`config.mk`:
```
export PLATFORM = sky130hd
export DESIGN_NAME = sparse_polynomial_term_table
export DESIGN_NICKNAME = d
export VERILOG_FILES = /design/src/hw/rtl/spt_pkg.sv /design/src/hw/rtl/spt_cell.sv /design/src/hw/rtl/spt_head.sv /design/src/hw/rtl/sparse_polynomial_term_table.sv
export SDC_FILE = /design/constraint.sdc
export NUM_CORES = 1
export LEC_CHECK = 0
export ABC_AREA = 1
export BUFFER_PORTS_ARGS = -buffer_cell sky130_fd_sc_hd__buf_4
export CAP_MARGIN = 25
export CORE_MARGIN = 4
export CORE_UTILIZATION = 40
export CTS_CLUSTER_DIAMETER = 100
export DETAILED_ROUTE_END_ITERATION = 6
export PLACE_DENSITY = 0.6
export SYNTH_ARGS = -nofsm -noshare
export SYNTH_HDL_FRONTEND = slang
export SYNTH_SLANG_ARGS = --single-unit
```
`constraint.sdc`:
```
create_clock -name aclk -period 18.73 [get_ports aclk]
set_clock_uncertainty 0.05 [all_clocks]
set_input_delay 0.9365 -clock aclk [delete_from_list [all_inputs] [get_ports aclk]]
set_output_delay 0.9365 -clock aclk [all_outputs]
set_load 0.02 [all_outputs]
```
`src/hw/rtl/spt_pkg.sv`:
```
// Shared types, sizes and command codes for the sparse polynomial term table.
`default_nettype none
package spt_pkg;

    localparam int MAX_TERMS = 16;
    localparam int IDX_W     = $clog2(MAX_TERMS);
    localparam int CNT_W     = $clog2(MAX_TERMS + 1);
    localparam int COEF_W    = 32;
    localparam int EXP_W     = 8;
    localparam int DEG_W     = 9;
    localparam int TCNT_W    = 5;
    localparam int IN_DATA_W  = 40;
    localparam int OUT_DATA_W = 56;

    typedef enum logic [1:0] {
        CMD_ADD  = 2'd0,
        CMD_SET  = 2'd1,
        CMD_DIFF = 2'd2,
        CMD_READ = 2'd3
    } cmd_t;

    typedef enum logic [1:0] {
        STAT_OK      = 2'd0,
        STAT_MISSING = 2'd1,
        STAT_FULL    = 2'd2
    } status_t;

    typedef struct packed {
        logic              valid;
        logic [COEF_W-1:0] coef;
        logic [EXP_W-1:0]  exp;
    } entry_t;

    typedef struct packed {
        cmd_t              cmd;
        logic              insert;
        logic              placed;
        logic [COEF_W-1:0] coef;
        logic [EXP_W-1:0]  exp;
    } head_ctl_t;

    typedef struct packed {
        logic match;
        logic sat;
        logic place;
    } head_res_t;

endpackage
`default_nettype wire

```
`src/hw/rtl/spt_cell.sv`:
```
// One storage cell of the rotating term chain.
`default_nettype none
module spt_cell
    import spt_pkg::*;
(
    input  wire logic   aclk,
    input  wire logic   aresetn,
    input  wire logic   shift_en,
    input  wire entry_t din,
    output entry_t      dout
);

    logic              valid_reg;
    logic [COEF_W-1:0] coef_reg;
    logic [EXP_W-1:0]  exp_reg;

    always_ff @(posedge aclk) begin
        if (!aresetn) begin
            valid_reg <= 1'b0;
        end else if (shift_en) begin
            valid_reg <= din.valid;
        end
    end

    always_ff @(posedge aclk) begin
        if (shift_en) begin
            coef_reg <= din.coef;
            exp_reg  <= din.exp;
        end
    end

    assign dout = '{valid: valid_reg, coef: coef_reg, exp: exp_reg};

endmodule
`default_nettype wire

```
`src/hw/rtl/spt_head.sv`:
```
// Term processor at the head of the chain: updates the one entry passing by.
`default_nettype none
module spt_head
    import spt_pkg::*;
(
    input  wire head_ctl_t ctl,
    input  wire entry_t    din,
    output entry_t         dout,
    output head_res_t      res
);

    localparam logic [COEF_W-1:0] COEF_POS = {1'b0, {(COEF_W-1){1'b1}}};
    localparam logic [COEF_W-1:0] COEF_NEG = {1'b1, {(COEF_W-1){1'b0}}};

    logic signed [COEF_W:0]         sum;
    logic signed [COEF_W+EXP_W:0]   prod;
    logic                           sum_ovf;
    logic                           prod_ovf;
    logic [COEF_W-1:0]              sum_sat;
    logic [COEF_W-1:0]              prod_sat;

    assign sum  = $signed({din.coef[COEF_W-1], din.coef})
                + $signed({ctl.coef[COEF_W-1], ctl.coef});
    assign prod = $signed(din.coef) * $signed({1'b0, din.exp});

    assign sum_ovf  = sum[COEF_W] != sum[COEF_W-1];
    // The product fits when every bit above the sign position equals the sign.
    assign prod_ovf = !((&prod[COEF_W+EXP_W:COEF_W-1]) || !(|prod[COEF_W+EXP_W:COEF_W-1]));
    assign sum_sat  = sum_ovf  ? (sum[COEF_W] ? COEF_NEG : COEF_POS) : sum[COEF_W-1:0];
    assign prod_sat = prod_ovf ? (prod[COEF_W+EXP_W] ? COEF_NEG : COEF_POS)
                               : prod[COEF_W-1:0];

    always_comb begin
        dout = din;
        res  = '0;
        if (ctl.insert) begin
            if (!din.valid && !ctl.placed) begin
                dout.valid = 1'b1;
                dout.coef  = ctl.coef;
                dout.exp   = ctl.exp;
                res.place  = 1'b1;
            end
        end else if (ctl.cmd == CMD_DIFF) begin
            if (din.valid) begin
                if (din.exp == '0) begin
                    dout.valid = 1'b0;
                end else begin
                    dout.coef = prod_sat;
                    dout.exp  = din.exp - 1'b1;
                    res.sat   = prod_ovf;
                end
            end
        end else if (din.valid && din.exp == ctl.exp) begin
            res.match = 1'b1;
            case (ctl.cmd)
                CMD_ADD: begin
                    dout.coef = sum_sat;
                    res.sat   = sum_ovf;
                    if (sum_sat == '0) begin
                        dout.valid = 1'b0;
                    end
                end
                CMD_SET: begin
                    dout.coef = ctl.coef;
                    if (ctl.coef == '0) begin
                        dout.valid = 1'b0;
                    end
                end
                default: begin
                    dout = din;
                end
            endcase
        end
    end

endmodule
`default_nettype wire

```
`src/hw/rtl/sparse_polynomial_term_table.sv`:
```
// A command runs a scan pass (ST_SCAN), plus an insert pass (ST_INSERT) for an append, then ST_DONE;
// each pass rotates the chain of MAX_TERMS cells once through the head processor. The next command
// is taken only after ST_DONE has loaded the result beat, and ST_DONE waits while the output is held.
// A new command is taken while the previous result beat still waits in the output register.
// Reset (aresetn low, synchronous) empties the table and drops any pending result beat.
`default_nettype none
module sparse_polynomial_term_table
    import spt_pkg::*;
(
    input  wire logic                  aclk,
    input  wire logic                  aresetn,
    input  wire logic                  s_tvalid,
    output logic                       s_tready,
    // [31:0] coefficient, [39:32] exponent
    input  wire logic [IN_DATA_W-1:0]  s_tdata,
    // [1:0] cmd
    input  wire logic [1:0]            s_tuser,
    output logic                       m_tvalid,
    input  wire logic                  m_tready,
    // [31:0] read_coefficient, [32] found, [34:33] status, [43:35] degree,
    // [48:44] term_count, [49] saturated, [55:50] zero
    output logic [OUT_DATA_W-1:0]      m_tdata
);

    typedef enum logic [1:0] {
        ST_IDLE,
        ST_SCAN,
        ST_INSERT,
        ST_DONE
    } state_t;

    state_t            state_reg;
    cmd_t              cmd_reg;
    logic [COEF_W-1:0] coef_reg;
    logic [EXP_W-1:0]  exp_reg;
    logic [IDX_W-1:0]  step_reg;
    logic              found_reg;
    logic              sat_reg;
    logic              placed_reg;
    logic [COEF_W-1:0] rd_reg;
    logic [CNT_W-1:0]  cnt_reg;
    logic              deg_any_reg;
    logic [EXP_W-1:0]  deg_max_reg;
    status_t           status_reg;
    logic              m_tvalid_reg;
    logic [OUT_DATA_W-1:0] m_tdata_reg;

    entry_t    cell_q [MAX_TERMS];
    entry_t    head_out;
    head_ctl_t head_ctl;
    head_res_t head_res;
    logic      shift_en;
    logic      last_step;
    logic      need_insert;
    logic      out_free;
    logic [DEG_W-1:0] degree;

    assign shift_en  = (state_reg == ST_SCAN) || (state_reg == ST_INSERT);
    assign last_step = step_reg == IDX_W'(MAX_TERMS - 1);
    assign out_free  = !m_tvalid_reg || m_tready;
    assign need_insert = (cmd_reg == CMD_ADD) && !(found_reg || head_res.match)
                         && (coef_reg != '0);

    assign head_ctl = '{cmd: cmd_reg, insert: state_reg == ST_INSERT, placed: placed_reg,
                        coef: coef_reg, exp: exp_reg};

    spt_head u_head (
        .ctl  (head_ctl),
        .din  (cell_q[0]),
        .dout (head_out),
        .res  (head_res)
    );

    // Cell 0 feeds the head; the processed entry re-enters at the far end.
    for (genvar i = 0; i < MAX_TERMS; i++) begin : g_cell
        if (i == MAX_TERMS - 1) begin : g_tail
            spt_cell u_cell (
                .aclk     (aclk),
                .aresetn  (aresetn),
                .shift_en (shift_en),
                .din      (head_out),
                .dout     (cell_q[i])
            );
        end else begin : g_mid
            spt_cell u_cell (
                .aclk     (aclk),
                .aresetn  (aresetn),
                .shift_en (shift_en),
                .din      (cell_q[i+1]),
                .dout     (cell_q[i])
            );
        end
    end

    assign degree = deg_any_reg ? {1'b0, deg_max_reg} : {DEG_W{1'b1}};

    always_ff @(posedge aclk) begin
        if (!aresetn) begin
            state_reg    <= ST_IDLE;
            m_tvalid_reg <= 1'b0;
            step_reg     <= '0;
            placed_reg   <= 1'b0;
            cnt_reg      <= '0;
        end else begin
            if (m_tvalid_reg && m_tready) begin
                m_tvalid_reg <= 1'b0;
            end
            case (state_reg)
                ST_IDLE: begin
                    if (s_tvalid) begin
                        cmd_reg     <= cmd_t'(s_tuser);
                        coef_reg    <= s_tdata[COEF_W-1:0];
                        exp_reg     <= s_tdata[COEF_W+EXP_W-1:COEF_W];
                        step_reg    <= '0;
                        found_reg   <= 1'b0;
                        sat_reg     <= 1'b0;
                        placed_reg  <= 1'b0;
                        rd_reg      <= '0;
                        cnt_reg     <= '0;
                        deg_any_reg <= 1'b0;
                        deg_max_reg <= '0;
                        status_reg  <= STAT_OK;
                        state_reg   <= ST_SCAN;
                    end
                end
                ST_SCAN: begin
                    step_reg  <= step_reg + 1'b1;
                    found_reg <= found_reg || head_res.match;
                    sat_reg   <= sat_reg || head_res.sat;
                    if (head_res.match && cmd_reg == CMD_READ) begin
                        rd_reg <= cell_q[0].coef;
                    end
                    if (head_out.valid) begin
                        cnt_reg     <= cnt_reg + 1'b1;
                        deg_any_reg <= 1'b1;
                        if (!deg_any_reg || head_out.exp > deg_max_reg) begin
                            deg_max_reg <= head_out.exp;
                        end
                    end
                    if (last_step) begin
                        step_reg <= '0;
                        if (cmd_reg == CMD_SET && !(found_reg || head_res.match)) begin
                            status_reg <= STAT_MISSING;
                            state_reg  <= ST_DONE;
                        end else if (need_insert) begin
                            // With the last entry added, the count holds every entry, so full means no free cell.
                            if ((cnt_reg + CNT_W'(head_out.valid)) == CNT_W'(MAX_TERMS)) begin
                                status_reg <= STAT_FULL;
                                state_reg  <= ST_DONE;
                            end else begin
                                state_reg <= ST_INSERT;
                            end
                        end else begin
                            state_reg <= ST_DONE;
                        end
                    end
                end
                ST_INSERT: begin
                    step_reg <= step_reg + 1'b1;
                    if (head_res.place) begin
                        placed_reg  <= 1'b1;
                        cnt_reg     <= cnt_reg + 1'b1;
                        deg_any_reg <= 1'b1;
                        if (!deg_any_reg || exp_reg > deg_max_reg) begin
                            deg_max_reg <= exp_reg;
                        end
                    end
                    if (last_step) begin
                        step_reg  <= '0;
                        state_reg <= ST_DONE;
                    end
                end
                ST_DONE: begin
                    if (out_free) begin
                        m_tvalid_reg <= 1'b1;
                        m_tdata_reg  <= {{(OUT_DATA_W-50){1'b0}}, sat_reg,
                                         cnt_reg[TCNT_W-1:0], degree, status_reg,
                                         found_reg, rd_reg};
                        state_reg    <= ST_IDLE;
                    end
                end
                default: begin
                    state_reg <= ST_IDLE;
                end
            endcase
        end
    end

    assign s_tready = state_reg == ST_IDLE;
    assign m_tvalid = m_tvalid_reg;
    assign m_tdata  = m_tdata_reg;

`ifndef ASSERT_OFF
    a_cnt_bound: assert property (@(posedge aclk) disable iff (!aresetn)
        cnt_reg <= CNT_W'(MAX_TERMS))
        else $error("term count exceeds table depth");

    a_one_at_a_time: assert property (@(posedge aclk) disable iff (!aresetn)
        s_tvalid && s_tready |=> !s_tready)
        else $error("input taken while a command is in progress");

    a_insert_only_absent: assert property (@(posedge aclk) disable iff (!aresetn)
        state_reg == ST_INSERT |-> !found_reg && cmd_reg == CMD_ADD)
        else $error("append pass for a present exponent or non-add command");

    a_single_place: assert property (@(posedge aclk) disable iff (!aresetn)
        placed_reg && state_reg == ST_INSERT |-> !head_res.place)
        else $error("new term placed twice");
`endif

endmodule
`default_nettype wire

```
After elaboration in Yosys (flattened, before gate mapping)
Index checks and enable logic that the tools add are counted.

word-level totals
  bits in registers = 806
  bits in latches = 0
  memory bits (writable) = 0
  memory bits (read-only) = 0
  memories kept = 0

operators by class
  div/mod/pow operators = 0
  mux-type cells = 64
  magnitude comparators = 2
  bitwise operators = 0
  $mul = 1
  add/subtract/negate cells = 5
  eq/ne operators = 21
  reduce and logical (&&, ||, !) cells = 45
  shift-type cells = 0

operators by type and width
  kind                                                             count
  41-bit 2-to-1 mux                                                5
  32-bit 2-to-1 mux                                                6
  33-bit one-hot mux with 2 select lines                           1
  32-bit zero test                                                 2
  32-bit one-hot mux with 2 select lines                           1
  32-bit by 9-bit multiplier with 41-bit output                    1
  40-bit 2-to-1 mux                                                1
  8-bit 2-to-1 mux                                                 5
  32-bit by 32-bit adder with 33-bit output                        1
  32-bit nonzero test                                              1
  2-bit 2-to-1 mux                                                 13
  8-bit one-hot mux with 3 select lines                            1
  1-bit 2-to-1 mux                                                 17
  8-bit > comparator                                               2
  5-bit 2-to-1 mux                                                 3
  5-bit one-hot mux with 3 select lines                            1
  2-bit by 1-bit != test with 1-bit output, second input constant  6
  3-bit AND reduction                                              4
  4-bit AND reduction                                              3
  10-bit AND reduction                                             1
  10-bit OR reduction                                              1
  9-bit 2-to-1 mux                                                 1
  2-bit equality test, second input constant                       4
  8-bit equality test                                              1
  29 further kinds                                                 56

Longest topological paths before layout
  word-level depth = 17
  mapped depth = 37
  mapped depth without buffers = 35

By module
A second synthesis with hierarchy kept.

second synthesis, totals
  cells, all modules = 3956
  area, all modules = 41657.5 um^2

by module, submodules not included
  module                        cells an instance  times used  area an instance (um^2)  sequential area each (um^2)
  spt_cell                      47                 16          1249.9                   1221.2
  spt_head                      2715               1           15587.4                  0.0
  sparse_polynomial_term_table  489                1           6070.8                   4374.2

Worst setup path before layout
OpenSTA, ideal clock, no wires.

  kind = register -> register
  start point = reg state_reg[0]
  end point = reg deg_any_reg, data pin
  library setup time = 2916 ps
  arrival time = 13587 ps
  path slack = 2177 ps
  cell stages (with the launch flop) = 3
  path through = dfxtp_1 > inv_1 > ha_1

between the ends
  word-level cells in the longest chain between the ends = 2

ends and longest elaborated chain
  what                                               RTL line                             RTL
  from (decl)                                        sparse_polynomial_term_table.sv:32   state_t state_reg;
  from (signal assigned)                             sparse_polynomial_term_table.sv:99   state_reg <= ST_IDLE;
  from (signal assigned)                             sparse_polynomial_term_table.sv:123  state_reg <= ST_SCAN;
  from (signal assigned)                             sparse_polynomial_term_table.sv:144  state_reg <= ST_DONE;
  2-bit equality test, or another cell as far along  sparse_polynomial_term_table.sv:108  case (state_reg)
  1-bit one-hot mux with 3 select lines *            sparse_polynomial_term_table.sv:108
  to (signal assigned)                               sparse_polynomial_term_table.sv:120  deg_any_reg <= 1'b0;
  to (signal assigned)                               sparse_polynomial_term_table.sv:135  deg_any_reg <= 1'b1;
  to (signal assigned)                               sparse_polynomial_term_table.sv:163  deg_any_reg <= 1'b1;
  to (decl)                                          sparse_polynomial_term_table.sv:42   logic deg_any_reg;

Mark *: on every way between the ends. The rest lies on a longest branch, timed or not.
A chain may end at the register's enable or synchronous reset.

==> flow_metrics.env <==
export IMPL_postPlaceCellArea_um2=42700
export IMPL_path_class="flip-flop to flip-flop"
export IMPL_avgSynthCellArea_um2=11.2
export IMPL_first_pass_iters=6
export IMPL_ys_top_cells_by_area="edfxtp_1 58%, fa_1 9.8%, nand2_1 8.0%"
export IMPL_die_h_um=326
export IMPL_period_share=0.383
export IMPL_min_path_type="flip-flop to flip-flop"
export IMPL_dp_hpwl_um=66700
export IMPL_place_congestion=0.951
export IMPL_rrSetupSlack_ns=11.56
export IMPL_cp_top_family="adder cells"
export IMPL_first_global_vias=25203
export IMPL_grt_pass1_wl_um=148000
export IMPL_cts_hold_buf=0
export IMPL_grt_usage=0.181
export IMPL_num_nets_final=4091
export IMPL_rsz0062_at_grt="false"
export IMPL_holdWs_ns=0.355
export IMPL_antenna_found_initial=4
export IMPL_slew_headroom=0.280
export IMPL_vias=25204
export IMPL_status="finished, final reports clean"
export IMPL_core_um2=100000
export IMPL_slowest_stage="a21oi_4"
export IMPL_antenna_cells=0
export IMPL_cts_made_buffers=84
export IMPL_endpoint="g_cell[15].g_tail.u_cell.coef_reg[6]"
export IMPL_layout_drive_gt1_share=0.0839
export IMPL_cts_resized=0
export IMPL_finalSetupViolCount=0
export IMPL_viasPerCell=4.92
export IMPL_htree_num_levels=3
export IMPL_fin_cells=5125
export IMPL_yosysUniqueCellTypes=53
export IMPL_yosys_top_cells_count="864 x nand2_1, 777 x edfxtp_1, 637 x inv_1"
export IMPL_cp_num_buf_inv=4
export IMPL_wl_um=96100
export IMPL_crit_path_max_incr_delay_ns=0.82
export IMPL_fin_crit_ns=7.17
export IMPL_finalHoldViolCount=0
export IMPL_fill_cells=9238
export IMPL_tns_ns=0
export IMPL_netlist_area_leader_share=0.576
export IMPL_dieWidth_um=326
export IMPL_grt_max_degree=190
export IMPL_worst_setup_path_start_kind="flip-flop"
export IMPL_postCtsSetupBuffers=0
export IMPL_crit_cells=25
export IMPL_num_rows=116
export IMPL_io_buffers=97
export IMPL_ys_ff_latch=806
export IMPL_startpoint="g_cell[0].g_mid.u_cell.coef_reg[31]"
export IMPL_place_inst=4975
export IMPL_critical_path_arrival_ns=7.54
export IMPL_cts_tree="built"
export IMPL_ant_nets=0
export IMPL_clk_latency_ns=0.68
export IMPL_area_growth_pct=12.3
export IMPL_syn_cell_area_um2=40500
export IMPL_crit_reg2reg_launch="g_cell[0].g_mid.u_cell.coef_reg[31]"
export IMPL_ios=104
export IMPL_tightestPinTransition_ns=1.08
export IMPL_drcViolationCount=0
export IMPL_cp_max_fo=32
export IMPL_r2r_cells=25
export IMPL_yosysMostFrequentCell="nand2_1"
export IMPL_synth_edf_count=777
export IMPL_async_flop_share=0
export IMPL_grt_overflow_total=0
export IMPL_dieArea_um2=106000
export IMPL_netlist_instances=3607
export IMPL_endpoint_kind="flip-flop"
export IMPL_root_buffer="clkbuf_16"
export IMPL_clkSinkCount=806
export IMPL_synth_seq_area_share=0.591
export IMPL_yosys_area_top_type="edfxtp_1"
export IMPL_synth_top_flop_cell="edfxtp_1"
export IMPL_cp_common_cell="nand2_1"
export IMPL_yosys_warnings=0
export IMPL_crit_required_ns=19.10
export IMPL_largest_reg_flops=480
export IMPL_fin_area_um2=45500
export IMPL_clk_path_buf_depth=3
export IMPL_floorplan_initialDensity=0.404
export IMPL_final_max_slew_viol_count=0
export IMPL_cap_violations=0
export IMPL_timing_rr_end="g_cell[15].g_tail.u_cell.coef_reg[6]"
export IMPL_initialDrtViolationCount=2256
export IMPL_wl_per_cell_um=18.7
export IMPL_clk_pin_slew_ns=0.07
export IMPL_max_freq_mhz=139
worst min path at each step:
stage / from / endpoint / slack [ns] / cells after the start
floorplan: g_cell[1].g_mid.u_cell.coef_reg[0] / g_cell[0].g_mid.u_cell.coef_reg[0] / 0.35 / 0
global placement: g_cell[14].g_mid.u_cell.exp_reg[3] / g_cell[13].g_mid.u_cell.exp_reg[3] / 0.35 / 0
detailed placement: g_cell[1].g_mid.u_cell.coef_reg[11] / g_cell[0].g_mid.u_cell.coef_reg[11] / 0.35 / 0
CTS: s_tdata[27] / coef_reg[27] / 0.34 / 1
global route: s_tdata[15] / coef_reg[15] / 0.35 / 1
finish: g_cell[3].g_mid.u_cell.coef_reg[23] / g_cell[2].g_mid.u_cell.coef_reg[23] / 0.35 / 0
cells in the final DEF (no fill, tap or decap), types with 7 or more instances in the layout:
master,synthesis,final
a21oi_1,150,149
a21oi_2,8,8
a22oi_1,36,36
a31oi_1,20,20
a32oi_1,10,10
buf_4,10,134
bufinv_16,0,7
clkbuf_1,100,9
clkbuf_16,0,84
clkinv_1,2,20
clkinv_2,0,10
dfxtp_1,29,29
edfxtp_1,777,777
fa_1,199,199
ha_1,140,138
inv_1,637,636
nand2_1,864,864
nand2_2,16,16
nand3_1,63,63
nand3b_1,12,12
nand4_1,19,19
nor2_1,232,229
nor2_2,6,8
nor3_1,16,15
nor4_1,10,10
o211ai_1,8,8
o21ai_0,81,81
o21ai_1,11,11
o21bai_1,10,10
o22ai_1,12,12
xnor2_1,23,23
xor2_1,42,42
layout make-up:
cell class                 count  area (um^2)  area share
sequential                   806        23900       0.526
inverter                     644         2420      0.0532
clock buffer                  93         2140      0.0470
tap                         1357         1700      0.0374
multi-input combinational   2033        13600       0.300
clock inverter                55          586      0.0129
timing repair buffer         137         1060      0.0234
cell families after synthesis:
kind of cell	after synthesis	share of synthesized area
and+or+nand+nor	1249	0.124
DFF	806	0.591
buffers and inverters	773	0.0738
AOI/OAI and AO/OA	374	0.0552
adders and majority gates	339	0.142
xor gates and xnor gates	65	0.0141
other	1	0.0000926
per-stage QoR:
stage	setup WS [ns]	utilization
floorplan	2.18	-
global placement	11.75	0.426
detailed placement	11.75	0.426
CTS	11.70	0.453
global route	11.20	0.453
finish	11.56	0.453
layer usage:
layer,share of wire,global-route usage
met1,0.45,0.253
met2,0.46,0.287
met3,0.056,0.0335
met5,0.00028,0
met4,0.029,0.0575
Power is left out: the tool's default activity adds up to more than one toggle a clock period on the data nets, which glitch-free logic cannot reach.
